### src/sv/krt_pkg.sv
// ----------------------------------------------------------------------------
// krt_pkg
// Shared types and constants for the keyed record table: record layout,
// command and status codes, sequencer states and inter-module structs.
// ----------------------------------------------------------------------------
`default_nettype none

package krt_pkg;

    // table geometry
    localparam int unsigned DEPTH   = 64;
    localparam int unsigned ADDR_W  = (DEPTH > 1) ? $clog2(DEPTH) : 1;
    localparam int unsigned CNT_W   = $clog2(DEPTH + 1);

    // field widths
    localparam int unsigned CMD_W   = 3;
    localparam int unsigned KEY_W   = 32;
    localparam int unsigned TAG_W   = 64;
    localparam int unsigned SCORE_W = 24;

    typedef logic [CMD_W-1:0] cmd_t;

    localparam cmd_t CMD_APPEND = 3'd0;
    localparam cmd_t CMD_FIND   = 3'd1;
    localparam cmd_t CMD_UPDATE = 3'd2;
    localparam cmd_t CMD_DELETE = 3'd3;
    localparam cmd_t CMD_DUMP   = 3'd4;

    typedef enum logic [1:0] {
        ST_OK       = 2'd0,
        ST_FULL     = 2'd1,
        ST_NOTFOUND = 2'd2,
        ST_EMPTY    = 2'd3
    } status_t;

    // one stored record
    typedef struct packed {
        logic signed [KEY_W-1:0] key;
        logic [TAG_W-1:0]        tag;
        logic [SCORE_W-1:0]      score;
    } rec_t;

    localparam int unsigned REC_W = $bits(rec_t);

    typedef enum logic [2:0] {
        S_IDLE,
        S_EXEC,
        S_SCAN,
        S_EMIT,
        S_SHIFT,
        S_DUMP
    } state_t;

    // result beat offered by the sequencer
    typedef struct packed {
        logic    valid;
        status_t status;
        rec_t    rec;
        logic    last;
    } emit_t;

    // record store access
    typedef struct packed {
        logic              we;
        logic [ADDR_W-1:0] waddr;
        rec_t              wdata;
        logic              re;
        logic [ADDR_W-1:0] raddr;
    } ram_req_t;

    // sequencer status seen by the top level
    typedef struct packed {
        logic             busy;
        logic [CNT_W-1:0] count;
    } ctrl_stat_t;

endpackage

`default_nettype wire

### src/sv/krt_ctrl.sv
// ----------------------------------------------------------------------------
// krt_ctrl
// Command sequencer: walks the record store one entry a cycle (a dump only
// while the output is free) through one key comparator, performs append,
// update and delete-with-shift, and offers results to the output register.
// ----------------------------------------------------------------------------
`default_nettype none

module krt_ctrl (
    input  wire logic                          clk,
    input  wire logic                          rst_n,
    input  wire logic                          in_valid,
    output logic                               in_stall,
    input  wire krt_pkg::cmd_t                 command,
    input  wire logic signed [krt_pkg::KEY_W-1:0] key,
    input  wire logic [krt_pkg::TAG_W-1:0]     name_tag,
    input  wire logic [krt_pkg::SCORE_W-1:0]   score,
    input  wire logic                          out_free,
    output krt_pkg::emit_t                     emit,
    output krt_pkg::ctrl_stat_t                stat,
    output krt_pkg::ram_req_t                  ram_req,
    input  wire krt_pkg::rec_t                 ram_rdata
);

    krt_pkg::state_t state_reg, state_next;
    krt_pkg::cmd_t   cmd_reg, cmd_next;
    logic signed [krt_pkg::KEY_W-1:0] key_reg, key_next;
    logic [krt_pkg::TAG_W-1:0]   tag_reg, tag_next;
    logic [krt_pkg::SCORE_W-1:0] score_reg, score_next;
    logic [krt_pkg::CNT_W-1:0]   count_reg, count_next;
    logic [krt_pkg::CNT_W-1:0]   rd_idx_reg, rd_idx_next;
    logic [krt_pkg::ADDR_W-1:0]  wr_idx_reg, wr_idx_next;
    logic                        pend_reg, pend_next;
    krt_pkg::rec_t               res_reg, res_next;
    krt_pkg::status_t            res_status_reg, res_status_next;

    logic                        key_hit;
    logic                        more;
    logic [krt_pkg::CNT_W-1:0]   hit_idx;
    krt_pkg::rec_t               upd_rec;

    // shared compare unit and scan helpers
    assign key_hit = pend_reg && (ram_rdata.key == key_reg);
    assign more    = (rd_idx_reg < count_reg);
    assign hit_idx = rd_idx_reg - krt_pkg::CNT_W'(1);
    assign upd_rec = '{key: ram_rdata.key, tag: tag_reg, score: score_reg};

    assign stat.busy  = (state_reg != krt_pkg::S_IDLE);
    assign stat.count = count_reg;

    // control state
    always_ff @(posedge clk or negedge rst_n)
    begin
        if (!rst_n)
        begin
            state_reg <= krt_pkg::S_IDLE;
            count_reg <= '0;
            pend_reg  <= 1'b0;
        end
        else
        begin
            state_reg <= state_next;
            count_reg <= count_next;
            pend_reg  <= pend_next;
        end
    end

    // payload and walk indexes
    always_ff @(posedge clk)
    begin
        cmd_reg        <= cmd_next;
        key_reg        <= key_next;
        tag_reg        <= tag_next;
        score_reg      <= score_next;
        rd_idx_reg     <= rd_idx_next;
        wr_idx_reg     <= wr_idx_next;
        res_reg        <= res_next;
        res_status_reg <= res_status_next;
    end

    // sequencer
    always_comb
    begin
        state_next      = state_reg;
        cmd_next        = cmd_reg;
        key_next        = key_reg;
        tag_next        = tag_reg;
        score_next      = score_reg;
        count_next      = count_reg;
        rd_idx_next     = rd_idx_reg;
        wr_idx_next     = wr_idx_reg;
        pend_next       = pend_reg;
        res_next        = res_reg;
        res_status_next = res_status_reg;
        ram_req         = '0;
        emit            = '0;
        in_stall        = (state_reg != krt_pkg::S_IDLE);

        case (state_reg)
            krt_pkg::S_IDLE:
            begin
                if (in_valid)
                begin
                    cmd_next   = command;
                    key_next   = key;
                    tag_next   = name_tag;
                    score_next = score;
                    state_next = krt_pkg::S_EXEC;
                end
            end

            krt_pkg::S_EXEC:
            begin
                case (cmd_reg)
                    krt_pkg::CMD_APPEND:
                    begin
                        if (count_reg == krt_pkg::CNT_W'(krt_pkg::DEPTH))
                        begin
                            res_status_next = krt_pkg::ST_FULL;
                            res_next        = '0;
                        end
                        else
                        begin
                            ram_req.we      = 1'b1;
                            ram_req.waddr   = count_reg[krt_pkg::ADDR_W-1:0];
                            ram_req.wdata   = '{key: key_reg, tag: tag_reg,
                                                score: score_reg};
                            count_next      = count_reg + krt_pkg::CNT_W'(1);
                            res_status_next = krt_pkg::ST_OK;
                            res_next        = ram_req.wdata;
                        end
                        state_next = krt_pkg::S_EMIT;
                    end
                    krt_pkg::CMD_FIND, krt_pkg::CMD_UPDATE, krt_pkg::CMD_DELETE:
                    begin
                        rd_idx_next = '0;
                        pend_next   = 1'b0;
                        state_next  = krt_pkg::S_SCAN;
                    end
                    krt_pkg::CMD_DUMP:
                    begin
                        rd_idx_next = '0;
                        pend_next   = 1'b0;
                        if (count_reg == '0)
                        begin
                            res_status_next = krt_pkg::ST_EMPTY;
                            res_next        = '0;
                            state_next      = krt_pkg::S_EMIT;
                        end
                        else
                        begin
                            state_next = krt_pkg::S_DUMP;
                        end
                    end
                    default:
                    begin
                        state_next = krt_pkg::S_IDLE;
                    end
                endcase
            end

            // one read issued and one key compared per cycle
            krt_pkg::S_SCAN:
            begin
                if (key_hit)
                begin
                    wr_idx_next     = hit_idx[krt_pkg::ADDR_W-1:0];
                    res_status_next = krt_pkg::ST_OK;
                    pend_next       = 1'b0;
                    if (cmd_reg == krt_pkg::CMD_UPDATE)
                    begin
                        ram_req.we    = 1'b1;
                        ram_req.waddr = hit_idx[krt_pkg::ADDR_W-1:0];
                        ram_req.wdata = upd_rec;
                        res_next      = upd_rec;
                    end
                    else
                    begin
                        res_next = ram_rdata;
                    end
                    state_next = krt_pkg::S_EMIT;
                end
                else if (more)
                begin
                    ram_req.re    = 1'b1;
                    ram_req.raddr = rd_idx_reg[krt_pkg::ADDR_W-1:0];
                    rd_idx_next   = rd_idx_reg + krt_pkg::CNT_W'(1);
                    pend_next     = 1'b1;
                end
                else
                begin
                    res_status_next = krt_pkg::ST_NOTFOUND;
                    res_next        = '0;
                    pend_next       = 1'b0;
                    state_next      = krt_pkg::S_EMIT;
                end
            end

            // single result beat
            krt_pkg::S_EMIT:
            begin
                emit.valid  = 1'b1;
                emit.status = res_status_reg;
                emit.rec    = res_reg;
                emit.last   = 1'b1;
                if (out_free)
                begin
                    if ((cmd_reg == krt_pkg::CMD_DELETE) &&
                        (res_status_reg == krt_pkg::ST_OK))
                    begin
                        state_next = krt_pkg::S_SHIFT;
                    end
                    else
                    begin
                        state_next = krt_pkg::S_IDLE;
                    end
                end
            end

            // close the gap: entry i+1 read, written back at i next cycle
            krt_pkg::S_SHIFT:
            begin
                if (pend_reg)
                begin
                    ram_req.we    = 1'b1;
                    ram_req.waddr = wr_idx_reg;
                    ram_req.wdata = ram_rdata;
                    wr_idx_next   = wr_idx_reg + krt_pkg::ADDR_W'(1);
                end
                if (more)
                begin
                    ram_req.re    = 1'b1;
                    ram_req.raddr = rd_idx_reg[krt_pkg::ADDR_W-1:0];
                    rd_idx_next   = rd_idx_reg + krt_pkg::CNT_W'(1);
                    pend_next     = 1'b1;
                end
                else
                begin
                    pend_next = 1'b0;
                    if (!pend_reg)
                    begin
                        count_next = count_reg - krt_pkg::CNT_W'(1);
                        state_next = krt_pkg::S_IDLE;
                    end
                end
            end

            // stream every record; read data holds while the output stalls
            krt_pkg::S_DUMP:
            begin
                if (pend_reg)
                begin
                    emit.valid  = 1'b1;
                    emit.status = krt_pkg::ST_OK;
                    emit.rec    = ram_rdata;
                    emit.last   = !more;
                    if (out_free)
                    begin
                        if (more)
                        begin
                            ram_req.re    = 1'b1;
                            ram_req.raddr = rd_idx_reg[krt_pkg::ADDR_W-1:0];
                            rd_idx_next   = rd_idx_reg + krt_pkg::CNT_W'(1);
                        end
                        else
                        begin
                            pend_next  = 1'b0;
                            state_next = krt_pkg::S_IDLE;
                        end
                    end
                end
                else
                begin
                    ram_req.re    = 1'b1;
                    ram_req.raddr = rd_idx_reg[krt_pkg::ADDR_W-1:0];
                    rd_idx_next   = rd_idx_reg + krt_pkg::CNT_W'(1);
                    pend_next     = 1'b1;
                end
            end

            default:
            begin
                state_next = krt_pkg::S_IDLE;
            end
        endcase
    end

endmodule

`default_nettype wire

### config.mk
export PLATFORM = sky130hd
export DESIGN_NAME = krt_ctrl
export DESIGN_NICKNAME = d
export VERILOG_FILES = /design/src/sv/krt_pkg.sv /design/src/sv/krt_ctrl.sv
export SDC_FILE = /design/constraint.sdc
export NUM_CORES = 1
export LEC_CHECK = 0
export ABC_AREA = 1
export BUFFER_PORTS_ARGS = -buffer_cell sky130_fd_sc_hd__buf_2
export CORE_AREA = 2 2 200 202
export CTS_BUF_LIST = sky130_fd_sc_hd__clkbuf_4
export CTS_CLUSTER_SIZE = 14
export DETAILED_ROUTE_END_ITERATION = 8
export DIE_AREA = 0 0 202 204
export PLACE_DENSITY = 0.67
export REMOVE_ABC_BUFFERS = 1
export SLEW_MARGIN = 10
export SYNTH_ARGS = -nofsm -noshare
export SYNTH_HDL_FRONTEND = slang
export SYNTH_SLANG_ARGS = --single-unit
### constraint.sdc
create_clock -name clk -period 7.1 [get_ports clk]
set_input_delay 0.71 -clock clk [delete_from_list [all_inputs] [get_ports clk]]
set_output_delay 0.71 -clock clk [all_outputs]
set_load 0.03 [all_outputs]
==> impl_results.md, run 1 <==
- Run status: finished, final reports clean
- Hold crit path type: in2reg
- Leading area contributor after synthesis: sky130_fd_sc_hd__edfxtp_1
- Final weighted congestion in routability-driven placement: 0.905
- Max Root-Sink Buffers: 3
- Setup TNS Final: 0 ps
- Fraction of synthesized cell area taken by the top area cell type: 48.1%
- Overall overflow remaining after global route: 0
- Critical Path End: ram_req[114]
- PostCTS Resize Cnt: 0
- Reg area: 0.00802 mm²
- Synthesized netlist cell count: 1,902
- Routed met1 length: 23,200 µm
- Final worst path period need: 5110 ps
- Die ar.: 0.0412 mm²
- Detailed router's first-iteration violation count: 1,506
- Layout net count: 2,637
- Final worst clock skew: 73.0 ps
- Launch point of the critical path: cmd_reg[2]
- Capture instance of the worst register-to-register path: res_reg[2]
- Compound-cell area share of the yosys netlist: 10.2%
- Die extent in y: 204 µm
- Cell row count: 73
- Number of setup violations in the final report: 0
- Critical setup path kind: reg2out
- Largest net degree at the start of global routing: 113
- Fill cell total of the finished layout: 3,814
- Root buffer cell: sky130_fd_sc_hd__clkbuf_4
- Worst Path Arrival: 4400 ps
- Vias in the first global route: 16,300
- Relative max-transition margin: 17.2%
- Detailed Route WL: 61,400 µm
- Critical register-to-register path startpoint: count_reg[4]
- Yosys reg bits: 269
- Length in cells of the worst reg-to-reg path: 11
- Placed Cells incl. Taps: 2,817
- Lkg Pwr: 9.39 nW
- Post-detailed-route wirelength per cell: 20.8 µm
- Number of clock sinks: 269
- RSZ-0062 raised after global routing: no
- Buffers on Ports: 513
- Share of post-route cells with drive strength above 1: 29.5%
- Post-route fraction of the period consumed by the critical path: 71.9%
- Total power of the final layout: 7.46 mW
- Number of antenna violations at the first check in global routing: 14
- Max-slew violation count: 0
- Adder-cell share of the synthesized area: 1.29%
- Area of the core: 0.0392 mm²
- Layout overhead on the synthesized area: 23.3%
- Overall die width: 202 µm
- Hold Violations, Final: 0
- Biggest area contributors in the synthesized netlist: sky130_fd_sc_hd__edfxtp_1, sky130_fd_sc_hd__nand2_1, sky130_fd_sc_hd__nand4_1
- Post-synth EDFFs: 258
- Share of synthesized flip-flops with an asynchronous set or reset: 4.09%
- Worst slack after detailed placement: 2480 ps
- Worst vdd ir: 294 µV
- Max-capacitance violation count: 0
- Average vias per placed instance: 5.72
- Area occupied by multi-input gates: 0.00697 mm²
- Fin Hold WS: 86.1 ps
- Worst-path fanout max: 54
- Final worst-path setup slack: 1990 ps
- Maximum level of the CTS H-tree: 3
- Kind of start point of the critical path: flip-flop
- WL met3: 5970 µm
- Number of warning messages in the yosys log: 0
- Largest family of logic cells by synthesized area: simple AND/OR/NAND/NOR gates
- Detailed-router iteration count before antenna repair: 9
- Synthesized-area fraction occupied by xor and xnor cells: 1.14%
- TritonCTS clock tree: yes
- Post CTS Setup Buffer Count: 0
- Insertion delay of the later-clocked pin in the worst-skew pair: 800 ps
- Mean area per synthesized cell: 8.46 µm²
- Number of top-level pins: 514
- Achievable Freq: 196 MHz
- Post-detailed-route count of antenna-violating nets: 0
- Leading cell type in the layout, fill and taps excluded: sky130_fd_sc_hd__nand2_1
- Count of vias placed by the detailed router: 16,900
- Max Used Layer: met5
- Slew at the pin closest to its max-slew limit: 1240 ps
- Detail Route met2 WL: 29,800 µm
- Register area share after synthesis: 49.8%
- Post-CTS Hold Fix Bufs: 1
- Wire length of the first global-routing pass: 92,100 µm
- Power Density: 376 mW/mm²
- Initial Utilization: 41.1%
- Flip-flop count of the largest register, all copies and words added: 120
- Minimum setup slack among reg-to-reg paths: 3170 ps
- Number of distinct library cells after synthesis: 47
- DRC violations left: 0
- Required arrival time at the worst endpoint: 6390 ps
- Most frequent cells in the layout: sky130_fd_sc_hd__nand2_1, sky130_fd_sc_hd__buf_2, sky130_fd_sc_hd__edfxtp_1
- Multiplexer fraction of the synthesized cell area: 0%
- Post-synthesis simple-gate area fraction: 30.6%
- Capturing element type of the critical path: primary output
- Final Instance Count excl. Fillers: 2,958
- GRT Util Overall: 28.8%
- Ys flop type: sky130_fd_sc_hd__edfxtp_1
- Worst-path clk slew: 70 ps
- TritonCTS Buffers: 79
- Cell area after technology mapping: 0.0161 mm²
- DPL Wire Length: 40,700 µm
==> report_power, final <==
group	internal, mW	switching [mW]
clock	0.752	0.715
sequential	2.63	0.322
combinational	0.762	2.28
==> how the worst min path moves through the flow <==
| stage | startpoint | to | cells past startpoint |
|---|---|---|---|
| 2_1_floorplan | rst_n | count_reg[0] | 0 |
| 3_3_place_gp | state_reg[1] | state_reg[1] | 2 |
| 3_5_place_dp | state_reg[1] | state_reg[1] | 2 |
| 4_1_cts | name_tag[4] | tag_reg[4] | 1 |
| 5_1_grt | name_tag[4] | tag_reg[4] | 1 |
| 6_report | name_tag[47] | tag_reg[47] | 1 |
==> layer usage <==
| layer | GRT usage (%) | vias to the layer above |
|---|---|---|
| met2 | 47.4 | 1050 |
| li1 | - | 7728 |
| met4 | 14.4 | 6 |
| met1 | 34.9 | 7962 |
| met3 | 7.62 | 161 |
| met5 | 0 | - |
==> worst max-delay path, stage by stage, from the launching register on <==
cell and delay, ps:
sky130_fd_sc_hd__edfxtp_1 390, sky130_fd_sc_hd__inv_1 140, sky130_fd_sc_hd__nand2_1 100, sky130_fd_sc_hd__nor2_4 620, sky130_fd_sc_hd__buf_4 610, sky130_fd_sc_hd__inv_2 440
sky130_fd_sc_hd__buf_4 450, sky130_fd_sc_hd__nor2_1 190, sky130_fd_sc_hd__nand4_1 110, sky130_fd_sc_hd__nand3_1 200, sky130_fd_sc_hd__buf_2 230
==> cells in the mapped netlist, types with 7 or more instances <==
| master | n |
|---|---|
| sky130_fd_sc_hd__nor3_1 | 8 |
| sky130_fd_sc_hd__dfrtp_1 | 11 |
| sky130_fd_sc_hd__a32o_1 | 20 |
| sky130_fd_sc_hd__xor2_1 | 10 |
| sky130_fd_sc_hd__inv_1 | 100 |
| sky130_fd_sc_hd__nor2_1 | 59 |
| sky130_fd_sc_hd__nand3_1 | 185 |
| sky130_fd_sc_hd__clkbuf_1 | 84 |
| sky130_fd_sc_hd__a21oi_1 | 24 |
| sky130_fd_sc_hd__buf_2 | 36 |
| sky130_fd_sc_hd__o21ai_0 | 68 |
| sky130_fd_sc_hd__inv_2 | 30 |
| sky130_fd_sc_hd__edfxtp_1 | 258 |
| sky130_fd_sc_hd__a22oi_1 | 7 |
| sky130_fd_sc_hd__buf_1 | 12 |
| sky130_fd_sc_hd__o21ai_1 | 8 |
| sky130_fd_sc_hd__o22ai_1 | 31 |
| sky130_fd_sc_hd__nand2_2 | 12 |
| sky130_fd_sc_hd__nand4_1 | 190 |
| sky130_fd_sc_hd__ha_1 | 15 |
| sky130_fd_sc_hd__nand2_1 | 612 |
| sky130_fd_sc_hd__xnor2_1 | 11 |
| sky130_fd_sc_hd__a22o_1 | 71 |
==> cells by family (layout without fill, tap and decap cells) <==
family,Yosys count,count (layout)
other cells,0,13
buf+inv,274,792
simple gates,1085,1085
compound gates,237,237
flops,269,269
xor+xnor,21,21
fa+ha+maj,16,16
==> layout make-up <==
| class | count | area share, % |
|---|---|---|
| multi-input combinational | 1359 | 35.1 |
| timing repair buffer | 532 | 13.7 |
| tap | 525 | 3.31 |
| antenna | 13 | 0.164 |
| clock buffer | 112 | 4.24 |
| clock inverter | 15 | 0.460 |
| sequential | 269 | 40.4 |
| inverter | 133 | 2.57 |
==> through the flow <==
step / utilization, % / area (µm²)
after global routing: 50.7 / 19900
after floorplan: - / 15500
after CTS: 50.6 / 19800
after global placement: 48.2 / 18900
after detailed placement: 48.2 / 18900
final: 50.7 / 19900
No activity file was read; power rests on OpenSTA's default activity.
==> inputs of run 2 (changes only) <==
- PLACE_DENSITY: 0.67 -> 0.7
- clock period: 7.1 -> 4.4 ns (I/O delays scaled with it)
==> run 2 against run 1 <==
Net effect: final area up 9.3%; sequential power up 61%; first-iteration DRC count up 28%; cell count up 6.1%; global-route usage up 0.24 points; clock power up 61%; critical path type unchanged; clock skew down 20 ps.
==> impl_results.md, run 2 (same netlist as run 1, synthesis figures left out) <==
- Setup TNS Final: 0 ps (unchanged)
- Max-capacitance violation count: 0 (unchanged)
- Clock network fraction of total power: 19.4% (-0.3 points)
- DPL Wire Length: 39,300 µm (-3.4%)
- Worst-path fanout max: 35 (-35%)
- Number of antenna violations at the first check in global routing: 7 (-7)
- Power Density: 563 mW/mm² (+50%)
- Count of vias placed by the detailed router: 18,000 (+6.4%)
- Lkg Pwr: 10.2 nW (+8.4%)
- Most frequent cell on the critical path: sky130_fd_sc_hd__inv_2
- Portion of total power attributed to combinational logic: 41.7% (+0.9 points)
- Max-slew violation count: 0 (unchanged)
- Run status: finished, final reports clean
- Worst Path Arrival: 3630 ps (-770 ps)
- Required arrival time at the worst endpoint: 3960 ps (-2430 ps)
- Maximum cell stage delay along the critical path: 510 ps (-110 ps)
- Post-route fraction of the period consumed by the critical path: 92.4%
- Layout overhead on the synthesized area: 34.8%
- Hold Path Stages: 3 (+2)
- Root buffer cell: sky130_fd_sc_hd__clkbuf_4
- Detailed router's first-iteration violation count: 1,926 (+28%)
- Area of the core: 0.0392 mm² (unchanged)
- Layout net count: 2,814 (+6.7%)
- Final worst clock skew: 52.5 ps (-20.5 ps)
- Share of post-route cells with drive strength above 1: 27.6% (-1.9 points)
- Kind of start point of the critical path: flip-flop
- Worst vdd ir: 490 µV (+67%)
- Post-route cell area: 0.0217 mm² (+9.3%)
- Final worst path period need: 4070 ps
- Hold Violations, Final: 0 (unchanged)
- Relative max-transition margin: 4.66% (-13 points)
- Flip-flop count of the largest register, all copies and words added: 120 (unchanged)
- GRT Util Overall: 29.0% (+0.24 points)
- DRC violations left: 0 (unchanged)
- Utilization after layout: 55.4% (+4.7 points)
- Number of clock sinks: 269 (unchanged)
- PostCTS Resize Cnt: 0 (unchanged)
- Insertion delay of the later-clocked pin in the worst-skew pair: 760 ps (-40 ps)
- Die ar.: 0.0412 mm² (unchanged)
- Critical setup path kind: reg2out
- Fraction of power consumed by sequential logic: 38.9% (-0.6 points)
- Largest net degree at the start of global routing: 198 (+75%)
- Overall die width: 202 µm (unchanged)
- Most frequent cells in the layout: sky130_fd_sc_hd__nand2_1, sky130_fd_sc_hd__buf_2, sky130_fd_sc_hd__edfxtp_1
- Length in cells of the worst reg-to-reg path: 10 (-1)
- Maximum level of the CTS H-tree: 3 (unchanged)
- Initial Utilization: 41.1% (unchanged)
- RSZ-0062 raised after global routing: no
- TritonCTS Buffers: 78 (-1.3%)
- Cell row count: 73 (unchanged)
- Post-detailed-route count of antenna-violating nets: 0 (unchanged)
- Post-detailed-route wirelength per cell: 19.7 µm (-5.3%)
- Placed Area: 0.0190 mm² (+0.49%)
- Worst-path clk slew: 60 ps (about the same)
- Achievable Freq: 246 MHz
- Die extent in y: 204 µm (unchanged)
- Number of setup violations in the final report: 0 (unchanged)
- Number of top-level pins: 514 (unchanged)
- Detailed Route WL: 61,700 µm (+0.48%)
- Post CTS Setup Buffer Count: 0 (unchanged)
- Wire length of the first global-routing pass: 94,800 µm (+2.9%)
- Hold crit path type: in2reg
- Vias in the first global route: 17,600 (+7.5%)
- Average vias per placed instance: 5.73 (+0.32%)
- Max Root-Sink Buffers: 3 (unchanged)
- Final weighted congestion in routability-driven placement: 0.898 (-0.70%)
- Slowest library cell on the worst path: sky130_fd_sc_hd__nor2_4
- Total power of the final layout: 12.2 mW (+64%)
- Leading cell type in the layout, fill and taps excluded: sky130_fd_sc_hd__nand2_1
- TritonCTS clock tree: yes
- NetSw: 5.40 mW (+63%)
- Int Pwr: 6.82 mW (+65%)
- Switching share of power: 44.2% (-0.28 points)
- Series of cell instances along the critical path: inv_1 -> nand2_1 -> nor2_2 -> buf_4 -> inv_2 -> nor2_4 -> inv_2 -> o21ai_0 -> buf_2
- Slew at the pin closest to its max-slew limit: 1430 ps (+191 ps)
- Overall overflow remaining after global route: 0 (unchanged)
- Detailed-router iteration count before antenna repair: 6 (-3)
- Minimum setup slack among reg-to-reg paths: 1250 ps (-1920 ps)
- Capturing element type of the critical path: primary output
- Buffers on Ports: 513 (unchanged)
run 2: worst paths after layout:
kind,from,to
worst max-delay path,state_reg[1],emit[0]
max in group asynchronous,rst_n,pend_reg
worst max register to register,state_reg[1],rd_idx_reg[5]
worst min register to register,state_reg[1],state_reg[1]
worst min-delay path,ram_rdata[46],res_reg[46]
min in group asynchronous,rst_n,state_reg[1]
run 2: through the flow:
| step | hold slack [ps] | setup slack, ps | instances |
|---|---|---|---|
| final | 91.1 | 333 | 3138 |
| after global routing | 39.4 | 49.9 | 3138 |
| after CTS | 0.983 | 235 | 3131 |
| after detailed placement | 347 | 1110 | 2820 |
| after global placement | 342 | 1180 | 2820 |
| after floorplan | 144 | -4200 | 1761 |
run 2: layout make-up:
class | instances | area (µm²)
well taps | 525 | 657
clock inverters | 26 | 139
multi-input cells | 1359 | 6970
repair buffers | 710 | 4570
diodes | 7 | 17.5
flip-flops and latches | 269 | 8020
inverters | 133 | 505
fillers | 3448 | 17500
clock buffers | 109 | 818
run 2: critical path, delay by kind of cell (launching register included):
| kind | cells | cell delay, ps |
|---|---|---|
| flops | 1 | 400 |
| simple gates | 3 | 790 |
| buf+inv | 5 | 1320 |
| compound gates | 1 | 380 |
run 2: power groups by stage:
| stage | logic [mW] | clock network, mW | registers (mW) |
|---|---|---|---|
| 6_report | 5.10 | 2.37 | 4.75 |
| 5_1_grt | 5.46 | 2.55 | 4.83 |
| 4_1_cts | 5.05 | 2.42 | 4.73 |
| 3_5_place_dp | 4.91 | 0 | 4.76 |
| 3_3_place_gp | 4.83 | 0 | 4.73 |
| 2_1_floorplan | 3.18 | 0 | 4.80 |
run 2: what timing repair did:
action | in CTS | in global routing
hold buffers | 176 | 0
hold endpoints to repair | 186 | 0
endpoints found under the setup margin | 0 | 0
run 2: metal layers:
layer	wire length, µm	up-vias	share of wire (%)	global-route usage, %
met3	6390	245	10	6.04
met2	30000	1317	49	48.2
li1	-	8103	-	-
met1	22500	8329	36	35.6
met5	0	-	0	0
met4	2820	0	4.6	15.1
==> inputs of run 3 (changes only) <==
- ABC_AREA: 1 -> not set
- CORE_AREA: 2 2 200 202 -> 2 2 201 203
- DIE_AREA: 0 0 202 204 -> 0 0 203 205
- PLACE_DENSITY: 0.7 -> not set
==> run 3 against run 2 <==
Net effect: total power shrank 7.3%; non-clock buffer count increased by 56; synthesized cell count decreased by 48%; critical path type unchanged; global-route usage is 5.2 points lower; combinational power is 5.9% lower; largest cell class unchanged; clock skew decreased by 17 ps; sequential cell count is the same; hold slack lost 11 ps; via count is 29% lower.
==> impl_results.md, run 3 <==
- Number of distinct library cells after synthesis: 45 (-4.3%)
- Layout overhead on the synthesized area: 46.6%
- Leading cell type in the layout, fill and taps excluded: sky130_fd_sc_hd__buf_2
- Final worst path period need: 4140 ps (+73.3 ps)
- Final worst clock skew: 35.9 ps (-16.6 ps)
- Critical setup path kind: reg2out
- Most frequent cells in the layout: sky130_fd_sc_hd__buf_2, sky130_fd_sc_hd__a22o_1, sky130_fd_sc_hd__edfxtp_1
- Wire length of the first global-routing pass: 75,400 µm (-20%)
- Top cells by instance count after synthesis: sky130_fd_sc_hd__a22o_1, sky130_fd_sc_hd__edfxtp_1, sky130_fd_sc_hd__clkbuf_1
- Post-route fraction of the period consumed by the critical path: 94.1% (+1.7 points)
- Fill cell total of the finished layout: 3,501 (+1.5%)
- Capturing element type of the critical path: primary output
- Post-detailed-route wirelength per cell: 22.4 µm (+14%)
- Utilization after layout: 49.9% (-5.5 points)
- Largest net degree at the start of global routing: 68 (-66%)
- Number of antenna violations at the first check in global routing: 7 (unchanged)
- Max Root-Sink Buffers: 3 (unchanged)
- Slew at the pin closest to its max-slew limit: 1000 ps (-429 ps)
- Power Density: 577 mW/mm² (+2.4%)
- Max-capacitance violation count: 0 (unchanged)
- Average vias per placed instance: 5.51 (-4.0%)
- Post-synth EDFFs: 258 (unchanged)
- Kind of start point of the critical path: flip-flop
- RSZ-0062 raised after global routing: no
- Register area share after synthesis: 59.8% (+10 points)
- Post-detailed-route count of antenna-violating nets: 0 (unchanged)
- Final worst-path setup slack: 260 ps (-73.3 ps)
- Overall die width: 203 µm (+0.50%)
- GRT Util Overall: 23.8% (-5.2 points)
- Cell row count: 73 (unchanged)
- Share of synthesized flip-flops with an asynchronous set or reset: 4.09% (unchanged)
- Required arrival time at the worst endpoint: 3960 ps (about the same)
- Run status: finished, final reports clean
- Die extent in y: 205 µm (+0.49%)
- Layout net count: 2,004 (-29%)
- DPL Wire Length: 33,600 µm (-15%)
- Detailed-router iteration count before antenna repair: 5 (-1)
- Flip-flop count of the largest register, all copies and words added: 120 (unchanged)
- Achievable Freq: 242 MHz (-1.8%)
- Initial Utilization: 34.1% (-7.0 points)
- Number of clock sinks: 269 (unchanged)
- Share of post-route cells with drive strength above 1: 37.1% (+9.5 points)
- Hold Violations, Final: 0 (unchanged)
- Overall overflow remaining after global route: 0 (unchanged)
- Detailed router's first-iteration violation count: 996 (-48%)
- TritonCTS Buffers: 76 (-2.6%)
- Number of warning messages in the yosys log: 0 (unchanged)
- Insertion delay of the later-clocked pin in the worst-skew pair: 760 ps (about the same)
- Synthesized netlist cell count: 991 (-48%)
- Worst-path clk slew: 70 ps (about the same)
- Leading area contributor after synthesis: sky130_fd_sc_hd__edfxtp_1
- Hold crit path type: in2reg
- Lkg Pwr: 8.54 nW (-16%)
- Buffers on Ports: 513 (unchanged)
- Final weighted congestion in routability-driven placement: 0.882 (-1.8%)
- Maximum level of the CTS H-tree: 3 (unchanged)
- Relative max-transition margin: 33.3% (+29 points)
- Count of vias placed by the detailed router: 12,800 (-29%)
- Number of top-level pins: 514 (unchanged)
- Vias in the first global route: 13,000 (-26%)
- Ys flop type: sky130_fd_sc_hd__edfxtp_1
- Number of setup violations in the final report: 0 (unchanged)
- Worst Path Arrival: 3700 ps (+70 ps)
- TritonCTS clock tree: yes
- Max-slew violation count: 0 (unchanged)
- Fraction of synthesized cell area taken by the top area cell type: 57.8% (+9.7 points)
- Die ar.: 0.0416 mm² (+0.99%)
- Mean area per synthesized cell: 13.5 µm² (+60%)
- Worst vdd ir: 424 µV (-14%)
- Most repeated cell in the gate-level netlist after synthesis: sky130_fd_sc_hd__a22o_1
- Detailed Route WL: 51,900 µm (-16%)
- Worst slack after detailed placement: 804 ps (-303 ps)
- Biggest area contributors in the synthesized netlist: sky130_fd_sc_hd__edfxtp_1, sky130_fd_sc_hd__a22o_1, sky130_fd_sc_hd__dfrtp_1
- Yosys reg bits: 269 (unchanged)
- Area of the core: 0.0394 mm² (+0.47%)
- Worst-path fanout max: 61 (+74%)
- Cell area after technology mapping: 0.0134 mm² (-17%)
- DRC violations left: 0 (unchanged)
- Root buffer cell: sky130_fd_sc_hd__clkbuf_4
-- run 3: worst paths after layout --
kind | cells past startpoint | to | start | slack, ps
hold / removal | 2 | res_reg[103] | ram_rdata[103] | 80
hold reg to reg | 1 | res_reg[57] | tag_reg[33] | 560
max in group asynchronous | 2 | count_reg[0] | rst_n | 4060
min in group asynchronous | 2 | state_reg[2] | rst_n | 100
setup reg to reg | 9 | res_reg[47] | key_reg[20] | 1170
setup / recovery | 10 | ram_req[51] | key_reg[20] | 260
-- run 3: cells by family (layout without fill, tap and decap cells) --
kind of cell             after synthesis  count (layout)  synth area share, %
AO/OA/AOI/OAI                        435             435                 26.9
other                                  0              10                    0
adder cells (fa/ha/maj)               16              16                 1.55
buffers and inverters                107             899                 3.84
XOR/XNOR                              46              46                 3.00
flip-flops                           269             269                 59.8
AND/OR/NAND/NOR                      112             112                 4.46
multiplexers                           6               6                0.457
-- run 3: per-layer routing --
metal,vias to the layer above,GRT usage [%],routed length (µm)
met2,785,38.8,25300
met1,6183,28.7,20000
met4,2,13.2,2510
met5,-,0,14
li1,5606,-,-
met3,188,6.17,4140
-- run 3: power by group --
part / internal, mW / switching (mW) / total [mW]
sequential: 3.87 / 0.456 / 4.32
clock: 1.13 / 1.08 / 2.21
combinational: 1.68 / 3.12 / 4.80
total: 6.67 / 4.66 / 11.3
-- run 3: area by class of cell --
cell class	count	area (µm²)	area share (%)
Clock inverter	17	96.3	0.490
Tap cell	525	657	3.34
Clock buffer	103	773	3.93
Inverter	13	48.8	0.248
Timing Repair Buffer	766	5110	26.0
Sequential cell	269	8020	40.8
Multi-Input combinational cell	615	4920	25.0
Antenna cell	10	25.0	0.127
-- run 3: repair_timing --
action | CTS | global route
endpoints found under the hold margin | 238 | 0
hold buffers | 228 | 0
endpoints found under the setup margin | 0 | 105
gates resized for setup | 0 | 1
buffers inserted | 0 | 0
-- run 3: per-stage QoR --
step / area (µm²) / instances / power (mW) / setup TNS [ps] / hold slack [ps]
after global placement: 16500 / 1960 / 8.92 / 0 / 342
after global routing: 19700 / 2318 / 11.9 / 0 / -19.2
after CTS: 19600 / 2308 / 11.4 / 0 / 0.139
after detailed placement: 16500 / 1960 / 8.96 / 0 / 340
after floorplan: 12900 / 897 / 7.09 / -1627260 / 144
final: 19700 / 2318 / 11.3 / 0 / 80.4
-- run 3: worst max-delay path: stages (launching register included) --
cell and delay [ps]:
sky130_fd_sc_hd__edfxtp_1 440, sky130_fd_sc_hd__xor2_1 170, sky130_fd_sc_hd__nor4_1 430, sky130_fd_sc_hd__nand2_1 210, sky130_fd_sc_hd__nor4_4 250, sky130_fd_sc_hd__buf_4 210
sky130_fd_sc_hd__nand3_2 190, sky130_fd_sc_hd__nand2b_4 160, sky130_fd_sc_hd__buf_12 270, sky130_fd_sc_hd__a22o_1 280, sky130_fd_sc_hd__buf_2 230
